## config.mk

```make
export PLATFORM = sky130hd
export DESIGN_NAME = touch_affine_calibration_core
export DESIGN_NICKNAME = d
export VERILOG_FILES = /design/src/design/tac_pkg.sv /design/src/design/tac_div.sv /design/src/design/tac_datapath.sv /design/src/design/tac_ctrl.sv /design/src/design/touch_affine_calibration_core.sv
export SDC_FILE = /design/constraint.sdc
export NUM_CORES = 2
export LEC_CHECK = 0
export ABC_AREA = 1
export ABC_CLOCK_PERIOD_IN_PS = 18900
export BUFFER_PORTS_ARGS = -buffer_cell sky130_fd_sc_hd__buf_2
export CORE_ASPECT_RATIO = 1.4
export CORE_UTILIZATION = 40
export DETAILED_ROUTE_END_ITERATION = 12
export SKIP_LAST_GASP = 1
export SLEW_MARGIN = 10
export SYNTH_ARGS = -nofsm -noshare
export SYNTH_HDL_FRONTEND = slang
export SYNTH_HIERARCHICAL = 1
export SYNTH_SLANG_ARGS = --single-unit
```

## constraint.sdc

```tcl
create_clock -name aclk -period 18.9 [get_ports aclk]
set_input_delay 0.945 -clock aclk [delete_from_list [all_inputs] [get_ports aclk]]
set_output_delay 0.945 -clock aclk [all_outputs]
set_load 0.01 [all_outputs]
```

## src/design/tac_pkg.sv

```systemverilog
// Shared types, constants and the solver micro-program for the touch calibration core.
// No dependencies; every other file refers to this package by scoped names.
package tac_pkg;

    localparam int FRAC_BITS_DEF = 8;
    localparam int COORD_BITS    = 16;
    localparam int XY_W          = 16;
    localparam int ACC_W         = 52;
    localparam int DEN_W         = 36;
    localparam int OPA_W         = 34;
    localparam int OPB_W         = 17;
    localparam int PRD_W         = OPA_W + OPB_W;
    localparam int PQR_W         = 33;
    localparam int COEF_W        = 32;
    localparam int PC_W          = 5;
    localparam int CIDX_W        = 3;

    typedef enum logic [1:0] {
        CMD_STORE = 2'd0,
        CMD_SOLVE = 2'd1,
        CMD_XFORM = 2'd2,
        CMD_NOP   = 2'd3
    } cmd_t;

    typedef enum logic [3:0] {
        A_T0X, A_T0Y, A_T1X, A_T1Y, A_S0, A_S1, A_S2, A_S12, A_P, A_Q, A_R, A_COEF
    } a_sel_t;

    typedef enum logic [3:0] {
        B_T0X, B_T0Y, B_T1X, B_T1Y, B_T2X, B_T2Y, B_D21Y, B_D12X, B_S0, B_TX, B_TY, B_ONE
    } b_sel_t;

    typedef enum logic [2:0] {
        SV_NONE, SV_DET, SV_P, SV_Q, SV_R, SV_DIV, SV_OUTX, SV_OUTY
    } save_t;

    typedef enum logic [1:0] {
        OUT_ZERO, OUT_PASS, OUT_XFORM
    } out_sel_t;

    typedef struct packed {
        a_sel_t              a_sel;
        b_sel_t              b_sel;
        logic                clr;
        logic                neg;
        save_t               save;
        logic                stop;
        logic [CIDX_W-1:0]   cidx;
    } uop_t;

    typedef struct packed {
        logic      issue;
        uop_t      uop;
        logic      k;
        logic      store;
        logic      ld_in;
        logic      out_load;
        out_sel_t  out_sel;
    } dp_cmd_t;

    typedef struct packed {
        logic det_zero;
        logic div_done;
    } dp_stat_t;

    localparam logic [PC_W-1:0]   PC_SOLVE = 5'd0;
    localparam logic [PC_W-1:0]   PC_LOOP  = 5'd6;
    localparam logic [PC_W-1:0]   PC_XFORM = 5'd21;
    localparam logic [CIDX_W-1:0] CIDX_N2  = 3'd2;

    // Multiply-accumulate program: determinant, shared cofactor P, then per axis
    // Q, R and the three numerators; the transform runs from PC_XFORM.
    function automatic uop_t tac_uop(logic [PC_W-1:0] pc);
        uop_t u;
        case (pc)
            5'd0:  u = '{A_T0X,  B_D21Y, 1'b1, 1'b0, SV_NONE, 1'b0, 3'd0};
            5'd1:  u = '{A_T1X,  B_T2Y,  1'b0, 1'b1, SV_NONE, 1'b0, 3'd0};
            5'd2:  u = '{A_T1Y,  B_T2X,  1'b0, 1'b0, SV_NONE, 1'b0, 3'd0};
            5'd3:  u = '{A_T0Y,  B_D12X, 1'b0, 1'b0, SV_DET,  1'b1, 3'd0};
            5'd4:  u = '{A_T1Y,  B_T2X,  1'b1, 1'b0, SV_NONE, 1'b0, 3'd0};
            5'd5:  u = '{A_T1X,  B_T2Y,  1'b0, 1'b1, SV_P,    1'b0, 3'd0};
            5'd6:  u = '{A_S1,   B_T2Y,  1'b1, 1'b0, SV_NONE, 1'b0, 3'd0};
            5'd7:  u = '{A_S2,   B_T1Y,  1'b0, 1'b1, SV_Q,    1'b0, 3'd0};
            5'd8:  u = '{A_S2,   B_T1X,  1'b1, 1'b0, SV_NONE, 1'b0, 3'd0};
            5'd9:  u = '{A_S1,   B_T2X,  1'b0, 1'b1, SV_R,    1'b0, 3'd0};
            5'd10: u = '{A_S0,   B_D21Y, 1'b1, 1'b0, SV_NONE, 1'b0, 3'd0};
            5'd11: u = '{A_S1,   B_T2Y,  1'b0, 1'b1, SV_NONE, 1'b0, 3'd0};
            5'd12: u = '{A_S2,   B_T1Y,  1'b0, 1'b0, SV_NONE, 1'b0, 3'd0};
            5'd13: u = '{A_S12,  B_T0Y,  1'b0, 1'b0, SV_DIV,  1'b1, 3'd0};
            5'd14: u = '{A_S0,   B_D12X, 1'b1, 1'b0, SV_NONE, 1'b0, 3'd1};
            5'd15: u = '{A_S1,   B_T2X,  1'b0, 1'b0, SV_NONE, 1'b0, 3'd1};
            5'd16: u = '{A_S2,   B_T1X,  1'b0, 1'b1, SV_NONE, 1'b0, 3'd1};
            5'd17: u = '{A_S12,  B_T0X,  1'b0, 1'b1, SV_DIV,  1'b1, 3'd1};
            5'd18: u = '{A_P,    B_S0,   1'b1, 1'b0, SV_NONE, 1'b0, 3'd2};
            5'd19: u = '{A_Q,    B_T0X,  1'b0, 1'b0, SV_NONE, 1'b0, 3'd2};
            5'd20: u = '{A_R,    B_T0Y,  1'b0, 1'b0, SV_DIV,  1'b1, 3'd2};
            5'd21: u = '{A_COEF, B_TX,   1'b1, 1'b0, SV_NONE, 1'b0, 3'd0};
            5'd22: u = '{A_COEF, B_TY,   1'b0, 1'b0, SV_NONE, 1'b0, 3'd1};
            5'd23: u = '{A_COEF, B_ONE,  1'b0, 1'b0, SV_OUTX, 1'b0, 3'd2};
            5'd24: u = '{A_COEF, B_TX,   1'b1, 1'b0, SV_NONE, 1'b0, 3'd3};
            5'd25: u = '{A_COEF, B_TY,   1'b0, 1'b0, SV_NONE, 1'b0, 3'd4};
            5'd26: u = '{A_COEF, B_ONE,  1'b0, 1'b0, SV_OUTY, 1'b1, 3'd5};
            default: u = '{A_T0X, B_T0X, 1'b1, 1'b0, SV_NONE, 1'b1, 3'd0};
        endcase
        return u;
    endfunction

endpackage

```

## src/design/tac_div.sv

```systemverilog
// Sequential signed divider: (num << FRAC_BITS) / den, truncated, saturated to 32 bits.
// Restoring, one quotient bit per cycle. Depends on tac_pkg.
module tac_div #(
    parameter int FRAC_BITS = tac_pkg::FRAC_BITS_DEF
) (
    input  logic                                aclk,
    input  logic                                aresetn,
    input  logic                                start,
    input  logic signed [tac_pkg::ACC_W-1:0]    num,
    input  logic signed [tac_pkg::DEN_W-1:0]    den,
    output logic                                done,
    output logic        [tac_pkg::COEF_W-1:0]   quo
);

    localparam int DV_W  = tac_pkg::ACC_W + FRAC_BITS;
    localparam int CNT_W = $clog2(DV_W);
    localparam int DN_W  = tac_pkg::DEN_W;

    logic              busy_reg, busy_next;
    logic              fin_reg, fin_next;
    logic [CNT_W-1:0]  cnt_reg, cnt_next;
    logic [DV_W-1:0]   dvd_reg, dvd_next;
    logic [DV_W-1:0]   q_reg, q_next;
    logic [DN_W-1:0]   rem_reg, rem_next;
    logic [DN_W-1:0]   dsr_reg, dsr_next;
    logic              neg_reg, neg_next;

    logic [tac_pkg::ACC_W-1:0] num_mag;
    logic [DN_W:0]             trial;
    logic                      ge;
    logic                      big;

    assign num_mag = num[tac_pkg::ACC_W-1] ? tac_pkg::ACC_W'(-num) : num;
    assign trial   = {rem_reg, dvd_reg[DV_W-1]};
    assign ge      = trial >= {1'b0, dsr_reg};

    always_comb begin
        busy_next = busy_reg;
        fin_next  = 1'b0;
        cnt_next  = cnt_reg;
        dvd_next  = dvd_reg;
        q_next    = q_reg;
        rem_next  = rem_reg;
        dsr_next  = dsr_reg;
        neg_next  = neg_reg;
        if (start) begin
            busy_next = 1'b1;
            cnt_next  = '0;
            dvd_next  = DV_W'(num_mag) << FRAC_BITS;
            q_next    = '0;
            rem_next  = '0;
            dsr_next  = den[DN_W-1] ? DN_W'(-den) : den;
            neg_next  = num[tac_pkg::ACC_W-1] ^ den[DN_W-1];
        end else if (busy_reg) begin
            rem_next = ge ? DN_W'(trial - {1'b0, dsr_reg}) : trial[DN_W-1:0];
            q_next   = {q_reg[DV_W-2:0], ge};
            dvd_next = dvd_reg << 1;
            cnt_next = cnt_reg + 1'b1;
            if (cnt_reg == CNT_W'(DV_W - 1)) begin
                busy_next = 1'b0;
                fin_next  = 1'b1;
            end
        end
    end

    always_ff @(posedge aclk) begin
        if (!aresetn) begin
            busy_reg <= 1'b0;
            fin_reg  <= 1'b0;
        end else begin
            busy_reg <= busy_next;
            fin_reg  <= fin_next;
        end
        cnt_reg <= cnt_next;
        dvd_reg <= dvd_next;
        q_reg   <= q_next;
        rem_reg <= rem_next;
        dsr_reg <= dsr_next;
        neg_reg <= neg_next;
    end

    // quotient of 2^31 or more saturates either way
    assign big  = |q_reg[DV_W-1:tac_pkg::COEF_W-1];
    assign done = fin_reg;

    always_comb begin
        if (neg_reg) begin
            quo = big ? 32'h8000_0000 : (32'd0 - q_reg[tac_pkg::COEF_W-1:0]);
        end else begin
            quo = big ? 32'h7FFF_FFFF : q_reg[tac_pkg::COEF_W-1:0];
        end
    end

endmodule

```

## src/design/tac_datapath.sv

```systemverilog
// Datapath: calibration point store, shared multiply-accumulate unit, coefficient
// registers, divider and result payload. Depends on tac_pkg and tac_div.
module tac_datapath #(
    parameter int FRAC_BITS = tac_pkg::FRAC_BITS_DEF
) (
    input  logic                              aclk,
    input  logic                              aresetn,
    input  tac_pkg::dp_cmd_t                  cmd,
    output tac_pkg::dp_stat_t                 stat,
    input  logic        [1:0]                 in_pair_index,
    input  logic signed [tac_pkg::XY_W-1:0]   in_screen_x,
    input  logic signed [tac_pkg::XY_W-1:0]   in_screen_y,
    input  logic signed [tac_pkg::XY_W-1:0]   in_touch_x,
    input  logic signed [tac_pkg::XY_W-1:0]   in_touch_y,
    output logic signed [tac_pkg::XY_W-1:0]   out_x,
    output logic signed [tac_pkg::XY_W-1:0]   out_y
);

    localparam int XY_W  = tac_pkg::XY_W;
    localparam int ACC_W = tac_pkg::ACC_W;
    localparam int OPA_W = tac_pkg::OPA_W;
    localparam int OPB_W = tac_pkg::OPB_W;
    localparam int PRD_W = tac_pkg::PRD_W;
    localparam int PQR_W = tac_pkg::PQR_W;
    localparam int DEN_W = tac_pkg::DEN_W;
    localparam logic signed [ACC_W-1:0] SAT_HI = ACC_W'(2 ** (tac_pkg::COORD_BITS - 1) - 1);
    localparam logic signed [ACC_W-1:0] SAT_LO = -SAT_HI - 1;

    logic signed [XY_W-1:0] sx_reg [3];
    logic signed [XY_W-1:0] sy_reg [3];
    logic signed [XY_W-1:0] tx_reg [3];
    logic signed [XY_W-1:0] ty_reg [3];
    logic signed [XY_W-1:0] ptx_reg, pty_reg;
    logic signed [tac_pkg::COEF_W-1:0] coef_reg [6];

    logic signed [PRD_W-1:0] prod_reg;
    logic                    act_reg;
    tac_pkg::uop_t           uop_d_reg;
    logic signed [ACC_W-1:0] acc_reg, acc_next;
    logic signed [DEN_W-1:0] det_reg;
    logic signed [PQR_W-1:0] p_reg, q_reg, r_reg;
    logic signed [XY_W-1:0]  resx_reg, resy_reg;
    logic signed [XY_W-1:0]  outx_reg, outy_reg;
    logic [tac_pkg::CIDX_W-1:0] dest_reg;

    logic signed [XY_W-1:0]  s0, s1, s2;
    logic signed [OPA_W-1:0] opa;
    logic signed [OPB_W-1:0] opb;
    logic signed [ACC_W-1:0] prod_x;
    logic                    div_start, div_done;
    logic [tac_pkg::COEF_W-1:0] div_quo;

    function automatic logic signed [XY_W-1:0] shift_sat(logic signed [ACC_W-1:0] v);
        logic signed [ACC_W-1:0] sh;
        sh = v >>> FRAC_BITS;
        if (sh > SAT_HI) sh = SAT_HI;
        if (sh < SAT_LO) sh = SAT_LO;
        return sh[XY_W-1:0];
    endfunction

    assign s0 = cmd.k ? sy_reg[0] : sx_reg[0];
    assign s1 = cmd.k ? sy_reg[1] : sx_reg[1];
    assign s2 = cmd.k ? sy_reg[2] : sx_reg[2];

    always_comb begin
        case (cmd.uop.a_sel)
            tac_pkg::A_T0X:  opa = OPA_W'(tx_reg[0]);
            tac_pkg::A_T0Y:  opa = OPA_W'(ty_reg[0]);
            tac_pkg::A_T1X:  opa = OPA_W'(tx_reg[1]);
            tac_pkg::A_T1Y:  opa = OPA_W'(ty_reg[1]);
            tac_pkg::A_S0:   opa = OPA_W'(s0);
            tac_pkg::A_S1:   opa = OPA_W'(s1);
            tac_pkg::A_S2:   opa = OPA_W'(s2);
            tac_pkg::A_S12:  opa = OPA_W'(s1) - OPA_W'(s2);
            tac_pkg::A_P:    opa = OPA_W'(p_reg);
            tac_pkg::A_Q:    opa = OPA_W'(q_reg);
            tac_pkg::A_R:    opa = OPA_W'(r_reg);
            tac_pkg::A_COEF: opa = (cmd.uop.cidx < 3'd6) ? OPA_W'(coef_reg[cmd.uop.cidx])
                                                          : '0;
            default:         opa = '0;
        endcase
        case (cmd.uop.b_sel)
            tac_pkg::B_T0X:  opb = OPB_W'(tx_reg[0]);
            tac_pkg::B_T0Y:  opb = OPB_W'(ty_reg[0]);
            tac_pkg::B_T1X:  opb = OPB_W'(tx_reg[1]);
            tac_pkg::B_T1Y:  opb = OPB_W'(ty_reg[1]);
            tac_pkg::B_T2X:  opb = OPB_W'(tx_reg[2]);
            tac_pkg::B_T2Y:  opb = OPB_W'(ty_reg[2]);
            tac_pkg::B_D21Y: opb = OPB_W'(ty_reg[2]) - OPB_W'(ty_reg[1]);
            tac_pkg::B_D12X: opb = OPB_W'(tx_reg[1]) - OPB_W'(tx_reg[2]);
            tac_pkg::B_S0:   opb = OPB_W'(s0);
            tac_pkg::B_TX:   opb = OPB_W'(ptx_reg);
            tac_pkg::B_TY:   opb = OPB_W'(pty_reg);
            tac_pkg::B_ONE:  opb = OPB_W'(1);
            default:         opb = '0;
        endcase
    end

    // accumulate stage runs in the cycle after the multiply
    assign prod_x    = {{(ACC_W - PRD_W){prod_reg[PRD_W-1]}}, prod_reg};
    assign acc_next  = (uop_d_reg.clr ? ACC_W'(0) : acc_reg)
                     + (uop_d_reg.neg ? -prod_x : prod_x);
    assign div_start = act_reg && (uop_d_reg.save == tac_pkg::SV_DIV);

    tac_div #(.FRAC_BITS(FRAC_BITS)) u_div (
        .aclk    (aclk),
        .aresetn (aresetn),
        .start   (div_start),
        .num     (acc_next),
        .den     (det_reg),
        .done    (div_done),
        .quo     (div_quo)
    );

    always_ff @(posedge aclk) begin
        if (!aresetn) begin
            act_reg <= 1'b0;
            for (int i = 0; i < 3; i++) begin
                sx_reg[i] <= '0;
                sy_reg[i] <= '0;
                tx_reg[i] <= '0;
                ty_reg[i] <= '0;
            end
        end else begin
            act_reg <= cmd.issue;
            if (cmd.store && (in_pair_index != 2'd3)) begin
                sx_reg[in_pair_index] <= in_screen_x;
                sy_reg[in_pair_index] <= in_screen_y;
                tx_reg[in_pair_index] <= in_touch_x;
                ty_reg[in_pair_index] <= in_touch_y;
            end
        end
    end

    always_ff @(posedge aclk) begin
        if (cmd.ld_in) begin
            ptx_reg <= in_touch_x;
            pty_reg <= in_touch_y;
        end
        if (cmd.issue) begin
            prod_reg  <= opa * opb;
            uop_d_reg <= cmd.uop;
        end
        if (act_reg) begin
            acc_reg <= acc_next;
            case (uop_d_reg.save)
                tac_pkg::SV_DET:  det_reg  <= acc_next[DEN_W-1:0];
                tac_pkg::SV_P:    p_reg    <= acc_next[PQR_W-1:0];
                tac_pkg::SV_Q:    q_reg    <= acc_next[PQR_W-1:0];
                tac_pkg::SV_R:    r_reg    <= acc_next[PQR_W-1:0];
                tac_pkg::SV_DIV:  dest_reg <= uop_d_reg.cidx + (cmd.k ? 3'd3 : 3'd0);
                tac_pkg::SV_OUTX: resx_reg <= shift_sat(acc_next);
                tac_pkg::SV_OUTY: resy_reg <= shift_sat(acc_next);
                default: ;
            endcase
        end
        if (div_done && (dest_reg < 3'd6)) begin
            coef_reg[dest_reg] <= div_quo;
        end
        if (cmd.out_load) begin
            case (cmd.out_sel)
                tac_pkg::OUT_PASS: begin
                    outx_reg <= ptx_reg;
                    outy_reg <= pty_reg;
                end
                tac_pkg::OUT_XFORM: begin
                    outx_reg <= resx_reg;
                    outy_reg <= resy_reg;
                end
                default: begin
                    outx_reg <= '0;
                    outy_reg <= '0;
                end
            endcase
        end
    end

    assign stat.det_zero = (det_reg == '0);
    assign stat.div_done = div_done;
    assign out_x = outx_reg;
    assign out_y = outy_reg;

endmodule

```

## src/design/tac_ctrl.sv

```systemverilog
// Controller: command decode, micro-program sequencing, coefficient valid flag
// and result handshake. Depends on tac_pkg.
module tac_ctrl (
    input  logic               aclk,
    input  logic               aresetn,
    input  logic               s_tvalid,
    output logic               s_tready,
    input  tac_pkg::cmd_t      in_cmd,
    input  logic               in_pressed,
    output logic               m_tvalid,
    input  logic               m_tready,
    output logic               m_coeff_valid,
    output logic               m_singular,
    output tac_pkg::dp_cmd_t   dp_cmd,
    input  tac_pkg::dp_stat_t  dp_stat
);

    typedef enum logic [5:0] {
        S_IDLE  = 6'b000001,
        S_ISSUE = 6'b000010,
        S_DRAIN = 6'b000100,
        S_CHECK = 6'b001000,
        S_DIV   = 6'b010000,
        S_DONE  = 6'b100000
    } state_t;

    state_t                       state_reg, state_next;
    logic [tac_pkg::PC_W-1:0]     pc_reg, pc_next;
    logic                         k_reg, k_next;
    logic                         valid_reg, valid_next;
    logic                         sing_reg, sing_next;
    tac_pkg::out_sel_t            out_sel_reg, out_sel_next;
    logic                         mvalid_reg, mvalid_next;
    logic                         mcv_reg, mcv_next;
    logic                         msing_reg, msing_next;

    tac_pkg::uop_t                uop;
    logic                         accept;
    logic                         out_load;

    assign uop      = tac_pkg::tac_uop(pc_reg);
    assign s_tready = (state_reg == S_IDLE);
    assign accept   = s_tvalid && s_tready;
    assign out_load = (state_reg == S_DONE) && (!mvalid_reg || m_tready);

    assign dp_cmd.issue    = (state_reg == S_ISSUE);
    assign dp_cmd.uop      = uop;
    assign dp_cmd.k        = k_reg;
    assign dp_cmd.store    = accept && (in_cmd == tac_pkg::CMD_STORE);
    assign dp_cmd.ld_in    = accept;
    assign dp_cmd.out_load = out_load;
    assign dp_cmd.out_sel  = out_sel_reg;

    always_comb begin
        state_next   = state_reg;
        pc_next      = pc_reg;
        k_next       = k_reg;
        valid_next   = valid_reg;
        sing_next    = sing_reg;
        out_sel_next = out_sel_reg;
        mvalid_next  = mvalid_reg;
        mcv_next     = mcv_reg;
        msing_next   = msing_reg;
        if (mvalid_reg && m_tready) begin
            mvalid_next = 1'b0;
        end
        unique case (state_reg)
            S_IDLE: begin
                if (accept) begin
                    sing_next = 1'b0;
                    case (in_cmd)
                        tac_pkg::CMD_SOLVE: begin
                            pc_next    = tac_pkg::PC_SOLVE;
                            k_next     = 1'b0;
                            state_next = S_ISSUE;
                        end
                        tac_pkg::CMD_XFORM: begin
                            if (in_pressed && valid_reg) begin
                                pc_next    = tac_pkg::PC_XFORM;
                                state_next = S_ISSUE;
                            end else begin
                                out_sel_next = tac_pkg::OUT_PASS;
                                state_next   = S_DONE;
                            end
                        end
                        default: begin
                            out_sel_next = tac_pkg::OUT_ZERO;
                            state_next   = S_DONE;
                        end
                    endcase
                end
            end
            S_ISSUE: begin
                if (uop.stop) begin
                    state_next = S_DRAIN;
                end else begin
                    pc_next = pc_reg + 1'b1;
                end
            end
            S_DRAIN: begin
                case (uop.save)
                    tac_pkg::SV_DET: state_next = S_CHECK;
                    tac_pkg::SV_DIV: state_next = S_DIV;
                    default: begin
                        out_sel_next = tac_pkg::OUT_XFORM;
                        state_next   = S_DONE;
                    end
                endcase
            end
            S_CHECK: begin
                if (dp_stat.det_zero) begin
                    valid_next   = 1'b0;
                    sing_next    = 1'b1;
                    out_sel_next = tac_pkg::OUT_ZERO;
                    state_next   = S_DONE;
                end else begin
                    pc_next    = pc_reg + 1'b1;
                    state_next = S_ISSUE;
                end
            end
            S_DIV: begin
                if (dp_stat.div_done) begin
                    if (uop.cidx == tac_pkg::CIDX_N2) begin
                        if (k_reg) begin
                            valid_next   = 1'b1;
                            k_next       = 1'b0;
                            out_sel_next = tac_pkg::OUT_ZERO;
                            state_next   = S_DONE;
                        end else begin
                            k_next     = 1'b1;
                            pc_next    = tac_pkg::PC_LOOP;
                            state_next = S_ISSUE;
                        end
                    end else begin
                        pc_next    = pc_reg + 1'b1;
                        state_next = S_ISSUE;
                    end
                end
            end
            S_DONE: begin
                if (out_load) begin
                    mvalid_next = 1'b1;
                    mcv_next    = valid_reg;
                    msing_next  = sing_reg;
                    state_next  = S_IDLE;
                end
            end
            default: state_next = S_IDLE;
        endcase
    end

    always_ff @(posedge aclk) begin
        if (!aresetn) begin
            state_reg   <= S_IDLE;
            pc_reg      <= '0;
            k_reg       <= 1'b0;
            valid_reg   <= 1'b0;
            sing_reg    <= 1'b0;
            out_sel_reg <= tac_pkg::OUT_ZERO;
            mvalid_reg  <= 1'b0;
        end else begin
            state_reg   <= state_next;
            pc_reg      <= pc_next;
            k_reg       <= k_next;
            valid_reg   <= valid_next;
            sing_reg    <= sing_next;
            out_sel_reg <= out_sel_next;
            mvalid_reg  <= mvalid_next;
        end
        mcv_reg   <= mcv_next;
        msing_reg <= msing_next;
    end

    assign m_tvalid      = mvalid_reg;
    assign m_coeff_valid = mcv_reg;
    assign m_singular    = msing_reg;

endmodule

```

## src/design/touch_affine_calibration_core.sv

```systemverilog
// Top level of the three-point affine touch calibration core.
// Instantiates tac_ctrl and tac_datapath; depends on tac_pkg.
//
// One transaction in, one transaction out, one item at a time. Store, unused
// command and pass-through points go from accept through the S_DONE state to
// the output register. A transform runs six multiply-accumulates through one
// shared 34x17 multiplier. In a solve the determinant and numerators go through
// the same multiplier, and each of the six coefficients passes through a
// restoring divider that yields one quotient bit per cycle. A finished result
// waits in the output register; the next item is taken once it has been handed
// over to that register.
module touch_affine_calibration_core #(
    parameter int FRAC_BITS = tac_pkg::FRAC_BITS_DEF
) (
    input  logic        aclk,
    input  logic        aresetn,
    input  logic        s_tvalid,
    output logic        s_tready,
    input  logic [63:0] s_tdata,   // screen_x, screen_y, touch_x, touch_y
    input  logic [4:0]  s_tuser,   // command[1:0], pair_index[3:2], pressed[4]
    output logic        m_tvalid,
    input  logic        m_tready,
    output logic [31:0] m_tdata,   // out_x, out_y
    output logic [1:0]  m_tuser    // coeff_valid[0], singular[1]
);

    tac_pkg::dp_cmd_t  dp_cmd;
    tac_pkg::dp_stat_t dp_stat;
    logic              coeff_valid, singular;
    logic signed [tac_pkg::XY_W-1:0] out_x, out_y;

    tac_ctrl u_ctrl (
        .aclk          (aclk),
        .aresetn       (aresetn),
        .s_tvalid      (s_tvalid),
        .s_tready      (s_tready),
        .in_cmd        (tac_pkg::cmd_t'(s_tuser[1:0])),
        .in_pressed    (s_tuser[4]),
        .m_tvalid      (m_tvalid),
        .m_tready      (m_tready),
        .m_coeff_valid (coeff_valid),
        .m_singular    (singular),
        .dp_cmd        (dp_cmd),
        .dp_stat       (dp_stat)
    );

    tac_datapath #(.FRAC_BITS(FRAC_BITS)) u_dp (
        .aclk          (aclk),
        .aresetn       (aresetn),
        .cmd           (dp_cmd),
        .stat          (dp_stat),
        .in_pair_index (s_tuser[3:2]),
        .in_screen_x   (s_tdata[15:0]),
        .in_screen_y   (s_tdata[31:16]),
        .in_touch_x    (s_tdata[47:32]),
        .in_touch_y    (s_tdata[63:48]),
        .out_x         (out_x),
        .out_y         (out_y)
    );

    assign m_tdata = {out_y, out_x};
    assign m_tuser = {singular, coeff_valid};

endmodule

```

==> Word-level counts from Yosys, hierarchy flattened <==
Memories as Yosys holds them, arrays and structs flattened. A register that Yosys moved wholly into a read port is not among the register bits.
Index checks and enable logic that the tools add are counted.
{ "totals": {"ff_bits": 558, "ram_bits": 384, "romBits": 544, "inputBits": 73, "output_inout_bits": 36, "wordCells": 259, "mem_count": 6} }
{ "memory_table": {"columns": ["memory", "depth", "word_bits", "read_ports", "rd_clocked_by_memory_dff", "wr", "line_no", "source"], "rows": [
  ["(name not given)", 32, 17, 1, 1, 0, "tac_pkg.sv:75", "case (pc)"],
  ["u_dp.coef_reg", 6, 32, 1, 0, 1, "tac_datapath.sv:34", "logic signed [tac_pkg::COEF_W-1:0] coef_reg [6];"],
  ["u_dp.sx_reg", 3, 16, 3, 0, 3, "tac_datapath.sv:29", "logic signed [XY_W-1:0] sx_reg [3];"],
  ["u_dp.sy_reg", 3, 16, 3, 0, 3, "tac_datapath.sv:30", "logic signed [XY_W-1:0] sy_reg [3];"],
  ["u_dp.tx_reg", 3, 16, 3, 0, 3, "tac_datapath.sv:31", "logic signed [XY_W-1:0] tx_reg [3];"],
  ["u_dp.ty_reg", 3, 16, 3, 0, 3, "tac_datapath.sv:32", "logic signed [XY_W-1:0] ty_reg [3];"]
]} }
{ "op_classes": {"add_sub_neg": 12, "mul": 1, "magnitude_cmp": 6, "eq_ne": 60, "mux": 94, "bitwise": 3, "n_reduce_logical": 41} }
{ "ops": {"columns": ["operator", "count"], "rows": [
  ["2-to-1 mux 52 bit", 8],
  ["one-hot mux 34 bit (12 select lines)", 1],
  ["one-hot mux 17 bit (12 select lines)", 1],
  ["2-to-1 mux 60 bit", 2],
  ["2-to-1 mux 16 bit", 7],
  ["< comparator 52 x 16 -> 1 bit (second input constant)", 2],
  ["2-to-1 mux 32 bit", 3],
  ["one-hot mux 16 bit (2 select lines)", 2],
  ["OR reduction 16 bit", 4],
  ["adder 52 bit", 1],
  ["negation 51 -> 52 bit", 1],
  ["negation 52 bit", 1],
  ["multiplier 34 x 17 -> 51 bit", 1],
  ["subtractor 16 x 16 -> 17 bit", 3],
  ["2-to-1 mux 6 bit", 8],
  ["2-to-1 mux 5 bit", 9],
  ["greater-than comparator 44 x 16 -> 1 bit (second input constant)", 1],
  [">= comparator 37 x 36 -> 1 bit", 1],
  ["zero test 36 bit", 1],
  ["2-to-1 mux 36 bit", 1],
  ["negation 36 bit", 1],
  ["one-hot mux 6 bit (6 select lines)", 1],
  ["subtractor 36 bit", 1],
  ["2-to-1 mux 35 bit", 1],
  ["50 further kinds", 155]
]} }

==> Longest topological paths before layout <==
{ "depth": {"ltp_word": 9, "ltp_mapped": 50, "mapped_depth_nobuf": 47} }

==> Modules after synthesis <==
Netlist, hierarchy kept.
{ "modules_own_cells": {"columns": ["mod", "instances", "cells_each", "area_per_inst_um2", "seq_area_each_um2"], "rows": [
  ["tac_datapath", 1, 6529, 58018.1, 21911.0],
  ["tac_div", 1, 2103, 14029.7, 4754.6],
  ["tac_ctrl", 1, 358, 2452.4, 740.7],
  ["touch_affine_calibration_core", 1, 2, 15.0, 0.0]
]} }

==> Least setup slack after synthesis <==
OpenSTA, ideal clock, no wires.
{ "synth_path": {"path_kind": "register -> register", "from": "register u_ctrl.k_reg", "to": "register u_dp.prod_reg[48] (data pin)", "setup_time_ps": 261, "t_arrival_ps": 8242, "required_ps": 18639, "setup_slack_ps": 10397, "path_stages_with_launch": 44, "cell_sequence": "dfxtp_1 -> buf_4 -> buf_2 -> buf_2 -> buf_2 -> mux2i_1 -> ha_1 -> fa_1 -> inv_1 -> nand3_1 -> nand2_1 -> a21o_1 -> a21oi_2 -> o21ai_2 -> nand3_1 -> nand2_1 -> nand2_1 -> nand3_1 -> [... 8 more ...] -> fa_1 -> inv_1 -> fa_1 -> inv_1 -> fa_1 -> inv_1 -> fa_1 -> inv_1 -> fa_1 -> inv_1 -> ha_1 -> nand2_1 -> nor2_1 -> inv_1 -> nor4_1 -> nand3_1 -> nand3_1 -> xor2_1"} }
{ "synth_via": {"elab_chain_cells": 4, "elab_cells_between_ends": 7, "classes_between": "add/sub (1); mul (1); mux (5)"} }
{ "synth_rtl": {"columns": ["element", "line_no", "source"], "rows": [
  ["start, declared", "tac_ctrl.sv:29", "logic k_reg, k_next;"],
  ["start signal, assigned", "tac_ctrl.sv:164", "k_reg <= k_next;"],
  ["2-to-1 mux 16 bit, on equally long branches", "tac_datapath.sv:62, tac_datapath.sv:63", null],
  ["subtractor 16 x 16 -> 17 bit", "tac_datapath.sv:74", "tac_pkg::A_S12: opa = OPA_W'(s1) - OPA_W'(s2);"],
  ["one-hot mux 34 bit (12 select lines)", "tac_datapath.sv:66", "case (cmd.uop.a_sel)"],
  ["multiplier 34 x 17 -> 51 bit *", "tac_datapath.sv:141", "prod_reg <= opa * opb;"],
  ["end signal, assigned", "tac_datapath.sv:141", null],
  ["end, declared", "tac_datapath.sv:36", "logic signed [PRD_W-1:0] prod_reg;"]
]} }
Mark *: on every way between the ends. The rest lies on a longest branch, timed or not.
A chain may end at the register's enable or synchronous reset.

==> Worst setup path after layout <==
{ "layout_path": {"from": "register u_ctrl.k_reg", "to": "register u_dp.prod_reg[50] (data pin)"} }
The elaborated chain is that of the path after synthesis.

==> flow_summary.yaml <==
grt:
  grt_pass1_vias: 62100
  grt_use_total_pct: 28.1
  grt_max_degree: 73
  grt_overflow: 0
  grt_pass1_wl_mm: 395
  antenna_found_initial: 12
clock_network:
  cts.clk_slew.worst_paths_ps: 70
  post_cts_buffers: 0
  htree_levels: 3
  cts_buffers: 99
  postCtsHoldBufs: 0
  cts_tree: "yes"
  cts_max_path_buffers: 3
  cts-root-buf: "clkbuf_16"
  cts_sinks: 959
  cts-resized-gates: 0
  clk-insertion-delay-late_ps: 780
sta:
  hold_viol_final: 0
  tightestPinTransition_ps: 1280
  fmax_mhz: 93.6
  setup_viol: 0
  fin_tns_setup_ps: 0
  maxSlewViolCount: 0
  relSlewSlack_pct: 14.8
  fin_skew_ps: 98.1
  layout_min_cycle_time_ps: 10680
  setup_ws_ps: 8220
  timing.final.crit_share_pct: 56.5
  rsz0062_at_grt: "no"
placement:
  place_congestion: 0.978
  dpl.hpwl_mm: 207
  port_buffers: 108
  place_ws_ps: 8240
  dpl.cell_count: 11400
critical_path:
  crit_top_cell: "inv_1"
  regToRegSetupSlack_ps: 8220
  critical-path-top-delay-family: "adder cells"
  crit_arrival_ps: 11130
  path_class: "flop to flop"
  slowest_stage: "fa_1"
  crit_path_end_kind: "flop"
  crit_buf_inv: 11
  startpoint_type: "flop"
  max_stage_delay_ps: 620
  cp_max_fo: 52
  required_ps: 19350
die:
  die_w_um: 367
  die_area_mm2: 0.188
  initial_core_util_pct: 40.2
  row_count: 187
  core_area_mm2: 0.185
  die_y_um: 513
  io_pins: 109
drt:
  vias: 61100
  dr_wl_met3_mm: 14.3
  drc: 0
  wirelength_mm: 267
  via_per_inst: 5.27
  antenna_left: 0
  wire_per_inst_um: 23.0
  top_layer: "met5"
  wl_met1_mm: 103
  dr.pass1.iters: 6
  drt_iter0_drc: 4965
  met2_length_mm: 134
logic_synthesis:
  syn-num-nets: 9885
  ys_seq_area_share_pct: 36.8
  avgSynthCellArea_um2: 8.29
  ys_seq_elements: 959
  synthCells: 8992
  synth-edff-count: 820
  synth_flop_cell: "edfxtp_1"
  ys.warnings.count: 6
  synth_cell_type_count: 76
  synth_area_mm2: 0.0745
  async_flop_share_pct: 0
worst_hold_path:
  hold_path_class: "input port to flop"
final_layout:
  drive_above_1_share_pct: 7.32
  seqCellArea_mm2: 0.0274
  fillers: 18500
  multi_input_area_mm2: 0.0391
  final_nets: 9931
  layout_common_cells: "2130 x nand2_1, 1806 x inv_1, 953 x nor2_1"
  largest_register_ff_count: 192
  stdcell_count: 11600
  final_common_cell: "nand2_1"
  syn2layout_area_growth_pct: 9.09
run:
  cap_viol_max_count: 0
status:
  outcome: "finished clean"
cell type report:
type	count	area share, %
timing repair buffer	210	1.60
clock inverter	75	1.09
sequential	959	33.7
multi-input combinational	5913	48.1
antenna	4	0.0123
clock buffer	111	3.17
inverter	1855	8.57
tap	2457	3.78
routing by layer:
| metal | track usage (%) | vias to the layer above |
|---|---|---|
| met2 | 50.0 | 2112 |
| li1 | - | 28400 |
| met5 | 0 | - |
| met3 | 3.26 | 579 |
| met4 | 14.6 | 6 |
| met1 | 33.2 | 30000 |
cell usage after synthesis (all sizes together), types with 15 or more instances:
cell type  instances  area, um^2
a31oi             40         250
nor2            1036        4130
ha               272        3400
nor3              77         438
a221oi            29         254
xor2             166        1460
nand3            325        1820
o211ai            15         123
edfxtp           820       24600
buf              121         749
nor4              38         250
a21oi            286        1450
dfxtp            139        2780
o22ai            119         744
a211oi            16         120
or2               28         175
o21bai            15         113
nand4             80         679
nand3b            44         330
nand2           2195        8410
clkbuf           144         541
fa               548       11000
mux2i             23         230
o21ai            363        1840
inv             1846        6930
o31ai             22         165
a22o              22         193
xnor2             68         596
o2111ai           18         158
path summary, 6_finish.rpt:
path,startpoint,endpoint,cells past startpoint
worst max-delay path,u_ctrl/k_reg,u_dp/prod_reg[50],41
worst min-delay path,s_tdata[54],u_dp/pty_reg[6],1
worst max register to register,u_ctrl/k_reg,u_dp/prod_reg[50],41
worst min register to register,u_ctrl/uop[8],u_dp/uop_d_reg[8],0
kinds of logic after synthesis:
| logic type | count (synthesis) | synth area share [%] |
|---|---|---|
| DFF | 959 | 36.8 |
| xor gates and xnor gates | 234 | 2.76 |
| muxes | 23 | 0.309 |
| buffers and inverters | 2120 | 11.1 |
| adders and majority gates | 820 | 19.3 |
| and+or+nand+nor | 3836 | 21.9 |
| AOI/OAI and AO/OA | 1000 | 7.88 |
stage by stage:
stage          instance area (um^2)  util [%]  hold slack (ps)
2_1_floorplan                 74500         -              386
3_3_place_gp                  77800      42.0              394
3_5_place_dp                  77800      42.0              393
4_1_cts                       81300      43.9              303
5_1_grt                       81300      43.9              328
6_report                      81300      43.9              362
Power is not shown: default switching activity piles up to over one toggle a cycle in this logic, so the estimate is an artifact.
